## src/sv/srp_pkg.sv

```systemverilog
// Package with the shared types and codes of the shelf rectangle packer.
package srp_pkg;

  localparam int unsigned CfgIdxW = 1;
  localparam int unsigned CfgDataW = 16;
  localparam logic [CfgIdxW-1:0] CFG_MAX_DIM = 1'b0;
  localparam logic [CfgIdxW-1:0] CFG_PADDING = 1'b1;

  localparam logic [15:0] MaxDimReset = 16'd4096;
  localparam logic [7:0] PaddingReset = 8'd0;

  typedef enum logic [1:0] {
    ST_PLACED  = 2'd0,
    ST_NOFIT   = 2'd1,
    ST_FULL    = 2'd2,
    ST_CLEARED = 2'd3
  } srp_status_e;

  typedef enum logic [2:0] {
    S_IDLE,
    S_DISPATCH,
    S_SCAN,
    S_NEW,
    S_DONE
  } srp_state_e;

  typedef struct packed {
    logic        action;
    logic [15:0] rect_width;
    logic [15:0] rect_height;
  } srp_in_t;

  typedef struct packed {
    srp_status_e status;
    logic [15:0] pos_x;
    logic [15:0] pos_y;
    logic [15:0] used_width;
    logic [15:0] used_height;
  } srp_out_t;

  typedef struct packed {
    logic [16:0] cursor;
    logic [16:0] tall;
    logic [16:0] top;
  } srp_shelf_t;

  typedef struct packed {
    logic load;
    logic start;
    logic scan;
    logic place_new;
    logic clear;
    logic emit;
  } srp_cmd_t;

  typedef struct packed {
    logic is_clear;
    logic is_empty;
    logic hit;
    logic last;
    logic out_free;
  } srp_sts_t;

endpackage

```

## src/sv/shelf_rectangle_packer.sv

```systemverilog
// Top level of the shelf rectangle packer: controller and datapath.
// One transaction at a time. A place transaction walks the open shelves first-fit from shelf 0
// and opens a new shelf if none fits, or fails if the new shelf does not fit or none is free;
// the first-fit walk reads one shelf entry per cycle from the shelf memory. A place transaction
// on an empty atlas goes to a new shelf without a walk, and a clear needs no walk. A result
// held in the output register does not block acceptance of the next transaction; a result
// is delayed only while the previous one is still stalled.
module shelf_rectangle_packer #(
  parameter int unsigned MAX_SHELVES = 32,
  parameter int unsigned COORD_BITS  = 16
) (
  input  logic                         clk_i,
  input  logic                         rst_ni,
  input  logic                         in_valid_i,
  output logic                         in_stall_o,
  input  srp_pkg::srp_in_t             in_i,
  output logic                         out_valid_o,
  input  logic                         out_stall_i,
  output srp_pkg::srp_out_t            out_o,
  input  logic                         cfg_we_i,
  input  logic [srp_pkg::CfgIdxW-1:0]  cfg_idx_i,
  input  logic [srp_pkg::CfgDataW-1:0] cfg_data_i
);

  srp_pkg::srp_cmd_t cmd;
  srp_pkg::srp_sts_t sts;

  srp_ctrl u_ctrl (
    .clk_i      (clk_i),
    .rst_ni     (rst_ni),
    .in_valid_i (in_valid_i),
    .in_stall_o (in_stall_o),
    .sts_i      (sts),
    .cmd_o      (cmd)
  );

  srp_datapath #(
    .MAX_SHELVES (MAX_SHELVES),
    .COORD_BITS  (COORD_BITS)
  ) u_datapath (
    .clk_i       (clk_i),
    .rst_ni      (rst_ni),
    .in_i        (in_i),
    .out_valid_o (out_valid_o),
    .out_stall_i (out_stall_i),
    .out_o       (out_o),
    .cfg_we_i    (cfg_we_i),
    .cfg_idx_i   (cfg_idx_i),
    .cfg_data_i  (cfg_data_i),
    .cmd_i       (cmd),
    .sts_o       (sts)
  );

endmodule

```

## src/sv/srp_ctrl.sv

```systemverilog
// Controller state machine that sequences the shelf walk of the packer.
module srp_ctrl (
  input  logic            clk_i,
  input  logic            rst_ni,
  input  logic            in_valid_i,
  output logic            in_stall_o,
  input  srp_pkg::srp_sts_t sts_i,
  output srp_pkg::srp_cmd_t cmd_o
);

  srp_pkg::srp_state_e state_q, state_d;

  always_ff @(posedge clk_i or negedge rst_ni) begin
    if (!rst_ni) begin
      state_q <= srp_pkg::S_IDLE;
    end else begin
      state_q <= state_d;
    end
  end

  always_comb begin
    state_d    = state_q;
    cmd_o      = '0;
    in_stall_o = 1'b1;
    unique case (state_q)
      srp_pkg::S_IDLE: begin
        in_stall_o = 1'b0;
        if (in_valid_i) begin
          cmd_o.load = 1'b1;
          state_d    = srp_pkg::S_DISPATCH;
        end
      end
      srp_pkg::S_DISPATCH: begin
        priority if (sts_i.is_clear) begin
          cmd_o.clear = 1'b1;
          state_d     = srp_pkg::S_DONE;
        end else if (sts_i.is_empty) begin
          state_d = srp_pkg::S_NEW;
        end else begin
          cmd_o.start = 1'b1;
          state_d     = srp_pkg::S_SCAN;
        end
      end
      srp_pkg::S_SCAN: begin
        cmd_o.scan = 1'b1;
        priority if (sts_i.hit) begin
          state_d = srp_pkg::S_DONE;
        end else if (sts_i.last) begin
          state_d = srp_pkg::S_NEW;
        end
      end
      srp_pkg::S_NEW: begin
        cmd_o.place_new = 1'b1;
        state_d         = srp_pkg::S_DONE;
      end
      srp_pkg::S_DONE: begin
        if (sts_i.out_free) begin
          cmd_o.emit = 1'b1;
          state_d    = srp_pkg::S_IDLE;
        end
      end
      default: begin
        state_d = srp_pkg::S_IDLE;
      end
    endcase
  end

endmodule

```

## src/sv/srp_datapath.sv

```systemverilog
// Datapath of the packer: shelf memory, atlas registers, fit tests and output register.
module srp_datapath #(
  parameter int unsigned MAX_SHELVES = 32,
  parameter int unsigned COORD_BITS  = 16
) (
  input  logic                           clk_i,
  input  logic                           rst_ni,
  input  srp_pkg::srp_in_t               in_i,
  output logic                           out_valid_o,
  input  logic                           out_stall_i,
  output srp_pkg::srp_out_t              out_o,
  input  logic                           cfg_we_i,
  input  logic [srp_pkg::CfgIdxW-1:0]    cfg_idx_i,
  input  logic [srp_pkg::CfgDataW-1:0]   cfg_data_i,
  input  srp_pkg::srp_cmd_t              cmd_i,
  output srp_pkg::srp_sts_t              sts_o
);

  localparam int unsigned IW = (MAX_SHELVES > 1) ? $clog2(MAX_SHELVES) : 1;
  localparam int unsigned CW = $clog2(MAX_SHELVES + 1);
  localparam logic [24:0] CoordMax = 25'((64'd1 << COORD_BITS) - 64'd1);

  function automatic logic [15:0] sat_used(logic [16:0] v);
    logic [24:0] wide;
    wide = {8'd0, v};
    if (wide > CoordMax) begin
      return CoordMax[15:0];
    end
    return v[15:0];
  endfunction

  srp_pkg::srp_shelf_t mem [MAX_SHELVES];
  srp_pkg::srp_shelf_t rd_q;
  srp_pkg::srp_shelf_t mem_wdata;
  logic [IW-1:0]       mem_waddr;
  logic [IW-1:0]       raddr;
  logic                mem_we;
  logic                mem_re;

  logic [15:0] max_q;
  logic [7:0]  pad_q;
  logic        act_q;
  logic [15:0] w_q;
  logic [15:0] h_q;
  logic [16:0] wpad_q;
  logic [16:0] hpad_q;
  logic [CW-1:0] count_q;
  logic [16:0]   total_q;
  logic [16:0]   widest_q;
  logic [IW-1:0] idx_q;
  srp_pkg::srp_status_e res_status_q;
  logic [15:0] res_x_q;
  logic [15:0] res_y_q;
  logic        out_valid_q;
  srp_pkg::srp_out_t out_q;

  logic [18:0] sum_cur;
  logic [18:0] sum_tall;
  logic        hit;
  logic        last;
  logic        empty;
  logic        full;
  logic        new_fit;
  logic        new_ok;
  logic        out_free;

  always_comb begin
    sum_cur  = 19'(rd_q.cursor) + 19'(wpad_q);
    sum_tall = 19'(total_q) + 19'(hpad_q);
    hit      = ({1'b0, h_q} <= rd_q.tall) && (sum_cur <= 19'(max_q));
    last     = (CW'(idx_q) + CW'(1)) == count_q;
    empty    = count_q == '0;
    full     = count_q == CW'(MAX_SHELVES);
    if (empty) begin
      new_fit = (w_q <= max_q) && (h_q <= max_q);
    end else begin
      new_fit = (sum_tall <= 19'(max_q)) && (w_q <= max_q);
    end
    new_ok   = new_fit && !full;
    out_free = !out_valid_q || !out_stall_i;

    mem_re = cmd_i.start || cmd_i.scan;
    raddr  = cmd_i.start ? '0 : idx_q + IW'(1);
    mem_we = (cmd_i.scan && hit) || (cmd_i.place_new && new_ok);
    if (cmd_i.scan) begin
      mem_waddr        = idx_q;
      mem_wdata.cursor = sum_cur[16:0];
      mem_wdata.tall   = rd_q.tall;
      mem_wdata.top    = rd_q.top;
    end else begin
      mem_waddr        = count_q[IW-1:0];
      mem_wdata.cursor = wpad_q;
      mem_wdata.tall   = hpad_q;
      mem_wdata.top    = total_q;
    end

    sts_o.is_clear = act_q;
    sts_o.is_empty = empty;
    sts_o.hit      = hit;
    sts_o.last     = last;
    sts_o.out_free = out_free;
  end

  always_ff @(posedge clk_i) begin
    if (mem_we) begin
      mem[mem_waddr] <= mem_wdata;
    end
    if (mem_re) begin
      rd_q <= mem[raddr];
    end
  end

  always_ff @(posedge clk_i or negedge rst_ni) begin
    if (!rst_ni) begin
      max_q       <= srp_pkg::MaxDimReset;
      pad_q       <= srp_pkg::PaddingReset;
      act_q       <= 1'b0;
      count_q     <= '0;
      total_q     <= '0;
      widest_q    <= '0;
      idx_q       <= '0;
      out_valid_q <= 1'b0;
    end else begin
      if (cfg_we_i) begin
        unique case (cfg_idx_i)
          srp_pkg::CFG_MAX_DIM: max_q <= cfg_data_i;
          srp_pkg::CFG_PADDING: pad_q <= cfg_data_i[7:0];
          default: ;
        endcase
      end
      if (cmd_i.load) begin
        act_q <= in_i.action;
      end
      if (cmd_i.start) begin
        idx_q <= '0;
      end
      if (cmd_i.scan) begin
        if (hit) begin
          if (sum_cur[16:0] > widest_q) begin
            widest_q <= sum_cur[16:0];
          end
        end else if (!last) begin
          idx_q <= idx_q + IW'(1);
        end
      end
      if (cmd_i.place_new && new_ok) begin
        count_q <= count_q + CW'(1);
        total_q <= sum_tall[16:0];
        if (wpad_q > widest_q) begin
          widest_q <= wpad_q;
        end
      end
      if (cmd_i.clear) begin
        count_q  <= '0;
        total_q  <= '0;
        widest_q <= '0;
      end
      if (cmd_i.emit) begin
        out_valid_q <= 1'b1;
      end else if (!out_stall_i) begin
        out_valid_q <= 1'b0;
      end
    end
  end

  always_ff @(posedge clk_i) begin
    if (cmd_i.load) begin
      w_q    <= in_i.rect_width;
      h_q    <= in_i.rect_height;
      wpad_q <= 17'(in_i.rect_width) + 17'(pad_q);
      hpad_q <= 17'(in_i.rect_height) + 17'(pad_q);
    end
    if (cmd_i.scan && hit) begin
      res_status_q <= srp_pkg::ST_PLACED;
      res_x_q      <= rd_q.cursor[15:0];
      res_y_q      <= rd_q.top[15:0];
    end
    if (cmd_i.place_new) begin
      res_x_q <= '0;
      priority if (!new_fit) begin
        res_status_q <= srp_pkg::ST_NOFIT;
        res_y_q      <= '0;
      end else if (full) begin
        res_status_q <= srp_pkg::ST_FULL;
        res_y_q      <= '0;
      end else begin
        res_status_q <= srp_pkg::ST_PLACED;
        res_y_q      <= total_q[15:0];
      end
    end
    if (cmd_i.clear) begin
      res_status_q <= srp_pkg::ST_CLEARED;
      res_x_q      <= '0;
      res_y_q      <= '0;
    end
    if (cmd_i.emit) begin
      out_q.status      <= res_status_q;
      out_q.pos_x       <= res_x_q;
      out_q.pos_y       <= res_y_q;
      out_q.used_width  <= sat_used(widest_q);
      out_q.used_height <= sat_used(total_q);
    end
  end

  assign out_valid_o = out_valid_q;
  assign out_o       = out_q;

endmodule

```

## config.mk

```make
export PLATFORM = sky130hd
export DESIGN_NAME = shelf_rectangle_packer
export DESIGN_NICKNAME = d
export VERILOG_FILES = /design/src/sv/srp_pkg.sv /design/src/sv/shelf_rectangle_packer.sv /design/src/sv/srp_ctrl.sv /design/src/sv/srp_datapath.sv
export SDC_FILE = /design/constraint.sdc
export NUM_CORES = 2
export LEC_CHECK = 0
export ABC_CLOCK_PERIOD_IN_PS = 13700
export BUFFER_PORTS_ARGS = -buffer_cell sky130_fd_sc_hd__buf_4
export CELL_PAD_IN_SITES_DETAIL_PLACEMENT = 0
export CELL_PAD_IN_SITES_GLOBAL_PLACEMENT = 1
export CORE_MARGIN = 2
export CORE_UTILIZATION = 47
export DETAILED_ROUTE_END_ITERATION = 10
export PLACE_DENSITY = 0.71
export RECOVER_POWER = 100
export SYNTH_ARGS = -nofsm -noshare
export SYNTH_HDL_FRONTEND = slang
export SYNTH_SLANG_ARGS = --single-unit
```

## constraint.sdc

```tcl
create_clock -name clk_i -period 13.7 [get_ports clk_i]
set_clock_uncertainty 0.05 [all_clocks]
set_input_delay 1.37 -clock clk_i [delete_from_list [all_inputs] [get_ports clk_i]]
set_output_delay 1.37 -clock clk_i [all_outputs]
set_load 0.05 [all_outputs]
```

==> run_results.csv <==
group,metric,value,unit
outcome,run_status,"finished, violations left",
outcome,violations,"max-capacitance violations, max-slew violations",
route,routed_wire_length_per_instance,27.33,um
power,p_total,21.38,mW
route,number_of_design_rule_violations_left_by_the_first_detailed_router_iteration,5972,
critical_path,critical_path_class,"flop to flop",
route,totalWireLength,227.5,mm
critical_path,cp_num_buf_inv,4,
global_route,gr-total-overflow,0,
yosys,syn-num-nets,6139,
critical_path,startpoint_type,"flop",
yosys,async_set_or_reset_flop_fraction_in_the_synthesized_netlist,3.915,%
cts,cts_resized,0,
layout,layout.filler_cells,14323,
critical_path,critical_path.cell_chain,"inv_1, ha_1, or3b_1, or3_1, and3_4, clkbuf_1, nor2_1, clkbuf_1, buf_4, a31oi_1, mux4_2, mux2_1",
power,switchingPower,8.421,mW
timing,achievable-frequency,98.07,MHz
timing,rsz0062_at_grt,"no",
power,sequentialPowerShare,36.2,%
timing,worstMarginPinSlew,5.000,ns
yosys,post_synth_inst_count,5913,
power,ir_drop,0.1882,mV
power,power.clock.fraction,24.0,%
critical_path,crit_top_cell,"clkbuf_1",
die,initial_core_util,47.17,%
global_route,first_global_vias,47006,
cts,clock_tree_from_tritoncts,"done",
power,gate_power_share,39.8,%
global_route,grt_start_max_net_pins,231,
critical_path,cp.depth,12,
global_route,grtUsageTotal,25.77,%
die,floorplan.die_area,175100,um2
placement,place_congestion,0.9015,
cts,hold_buffers,0,
yosys,yosysUniqueCellTypes,79,
timing,final_min_period_over_clock_period,74.43,%
critical_path,timing.critical_path.fanout_max,75,
critical_path,critical_path_at,10.67,ns
timing,final_max_slew_viol_count,2856,
yosys,synth.yosys.seq_area_share,69.41,%
route,vias_per_cell,5.983,
power,swShare,39.38,%
die,floorplan.die.height,418.5,um
critical_path,critical_path.endpoint,"u_datapath.rd_q[21]$_DFFE_PP_",
critical_path,cp-startpoint,"u_datapath.count_q[0]$_DFFE_PN0P_",
cts,cts.sink_count,1890,
critical_path,crit_path_end_kind,"flop",
critical_path,r2r_end,"u_datapath.rd_q[21]$_DFFE_PP_",
layout,final_cell_mix,"edfxtp_1, nand2_1, nor2_1",
timing,period_needed,10.20,ns
layout,drive_gt1_share,8.225,%
run,cap_viol_max_count,83,
yosys,synth_seq_cells,1890,
die,row_count,152,
global_route,grt_first_pass_wirelength,330.7,mm
route,drc,0,
global_route,initial_antenna_violation_count,8,
critical_path,worstPathRequired,14.18,ns
critical_path,worst_r2r_path_depth,12,
layout,syn_to_final_growth,10.47,%
hold_path,min-delay-path-class,"flop to flop",
timing,finalHoldViolations,0,
critical_path,timing.critical_path.slowest_cell_delay,2.60,ns
timing,slew_limit_headroom,-236.9,%
yosys,synth_area_per_cell,13.66,um2
cts,clk_root_buffer_cell,"clkbuf_16",
power,power.static_leakage,29.63,nW
die,floorplan.die.width,418.5,um
critical_path,r2r_start,"u_datapath.count_q[0]$_DFFE_PN0P_",
cts,cts.path.max_buffers,3,
placement,io_buffers,122,
timing,finalSetupTns,0,ns
route,antenna_left,0,
cts,clkLatencyLatePin,0.84,ns
critical_path,slowest_stage,"clkbuf_1",
power,powerDensity,239.7,nW/um2
cts,post_cts_buffers,0,
placement,dp.final_hpwl,139.8,mm
cts,cts_max_level,4,
cts,cts.clk_slew.worst_paths,0.06,ns
yosys,synth-edff-count,1782,
critical_path,critical-path-top-delay-family,"buffers and inverters",
route,drt_first_pass_iters,6,
die,coreArea,171200,um2
cts,cts-buffers-inserted,190,
die,io_pins,123,
timing,final_count_of_negative_setup_slack_endpoints,0,
yosys,post_synth_instance_area,80740,um2
yosys,synth_top_flop_cell,"edfxtp_1",
critical_path,r2r_setup_slack,3.50,ns
layout,final_common_cell,"edfxtp_1",
route,dr_total_vias,49810,
power,power.internal,12.96,mW
yosys,synthesis.yosys.warnings,0,
layout,final_nets,6166,
[layer usage]
| metal | share of wire (%) | track usage (%) | vias to the layer above |
|---|---|---|---|
| met4 | 2.6 | 6.706 | 6 |
| met1 | 45 | 38.69 | 25175 |
| met5 | 0.010 | 0 | - |
| met3 | 8.2 | 4.523 | 287 |
| li1 | - | - | 22467 |
| met2 | 45 | 38.87 | 1875 |
[how the worst min path moves through the flow]
| stage | to | depth (start not counted) | from |
|---|---|---|---|
| after floorplan | u_datapath.out_o[32]$_DFFE_PP_ | 0 | u_datapath.res_y_q[0]$_SDFFE_PP0P_ |
| after global placement | u_datapath.out_o[47]$_DFFE_PP_ | 0 | u_datapath.res_y_q[15]$_SDFFE_PP0P_ |
| after detailed placement | u_datapath.out_o[34]$_DFFE_PP_ | 0 | u_datapath.res_y_q[2]$_SDFFE_PP0P_ |
| after CTS | u_datapath.max_q[11]$_DFFE_PN0P_ | 1 | rst_ni |
| after global routing | u_datapath.out_o[46]$_DFFE_PP_ | 0 | u_datapath.res_y_q[14]$_SDFFE_PP0P_ |
| final | u_datapath.out_o[46]$_DFFE_PP_ | 0 | u_datapath.res_y_q[14]$_SDFFE_PP0P_ |
[state kept, by name, indices dropped and copies added (netlist names)]
register,cells
u_ctrl.state_q,3
u_datapath.act_q,1
u_datapath.count_q,6
u_datapath.h_q,16
u_datapath.hpad_q,17
u_datapath.idx_q,5
u_datapath.max_q,16
u_datapath.mem,1600
u_datapath.out_o,66
u_datapath.out_valid_o,1
u_datapath.pad_q,8
u_datapath.rd_q,50
u_datapath.res_status_q,2
u_datapath.res_x_q,16
u_datapath.res_y_q,16
u_datapath.total_q,17
u_datapath.w_q,16
u_datapath.widest_q,17
u_datapath.wpad_q,17
[metrics by stage]
step	util [%]	worst slack [ns]	instance area, um2	std cells	hold WS (ns)
after global placement	49.17	6.608	84150	7981	0.3596
after detailed placement	49.17	6.508	84150	7981	0.3612
final	52.11	3.503	89200	8325	0.3748
after global routing	52.11	3.115	89190	8324	0.3796
after floorplan	-	6.807	80740	5913	0.3530
after CTS	52.74	6.469	90260	8324	0.3141
[cells by family (layout without fill, tap and decap cells)]
kind of cell               count (synthesis)  in the layout  synth area share (%)
DFF                                     1890           1890                 69.41
and+or+nand+nor                         1769           1769                 10.11
other                                      0              1                     0
AOI/OAI and AO/OA                       1361           1361                 10.78
xor gates and xnor gates                  58             58                0.6291
buffers and inverters                    484            662                 2.507
muxes                                    180            180                 3.874
adders and majority gates                171            171                 2.687
[cell type report]
type                       instances  area, um2  share of cell area (%)
sequential                      1890      56050                   62.84
tap                             2233       2794                   3.132
timing repair buffer             229       1180                   1.323
clock buffer                     253       5159                   5.784
clock inverter                    90      952.2                   1.067
inverter                          90      337.8                  0.3787
antenna                            1      2.502                0.002805
multi-input combinational       3539      22720                   25.48
[cell usage after synthesis (142+ instances only)]
cell | instances | area share, %
ha_1 | 167 | 2.6
nor2_1 | 491 | 2.3
nand2b_1 | 210 | 1.6
edfxtp_1 | 1782 | 66
o311ai_0 | 142 | 1.5
a31oi_1 | 204 | 1.6
clkbuf_1 | 284 | 1.3
o21ai_0 | 280 | 1.7
a21oi_1 | 310 | 1.9
and2_0 | 147 | 1.1
nand2_1 | 681 | 3.2
a211oi_1 | 216 | 2.0
[power by group through the flow]
stage	clock network (mW)	logic, mW	registers (mW)
5_1_grt	5.44	9.17	7.77
3_3_place_gp	0	8.55	7.75
6_report	5.14	8.51	7.73
3_5_place_dp	0	8.61	7.76
4_1_cts	5.22	8.64	7.64
2_1_floorplan	0	5.23	7.80
(Power assumes the default switching activity.)
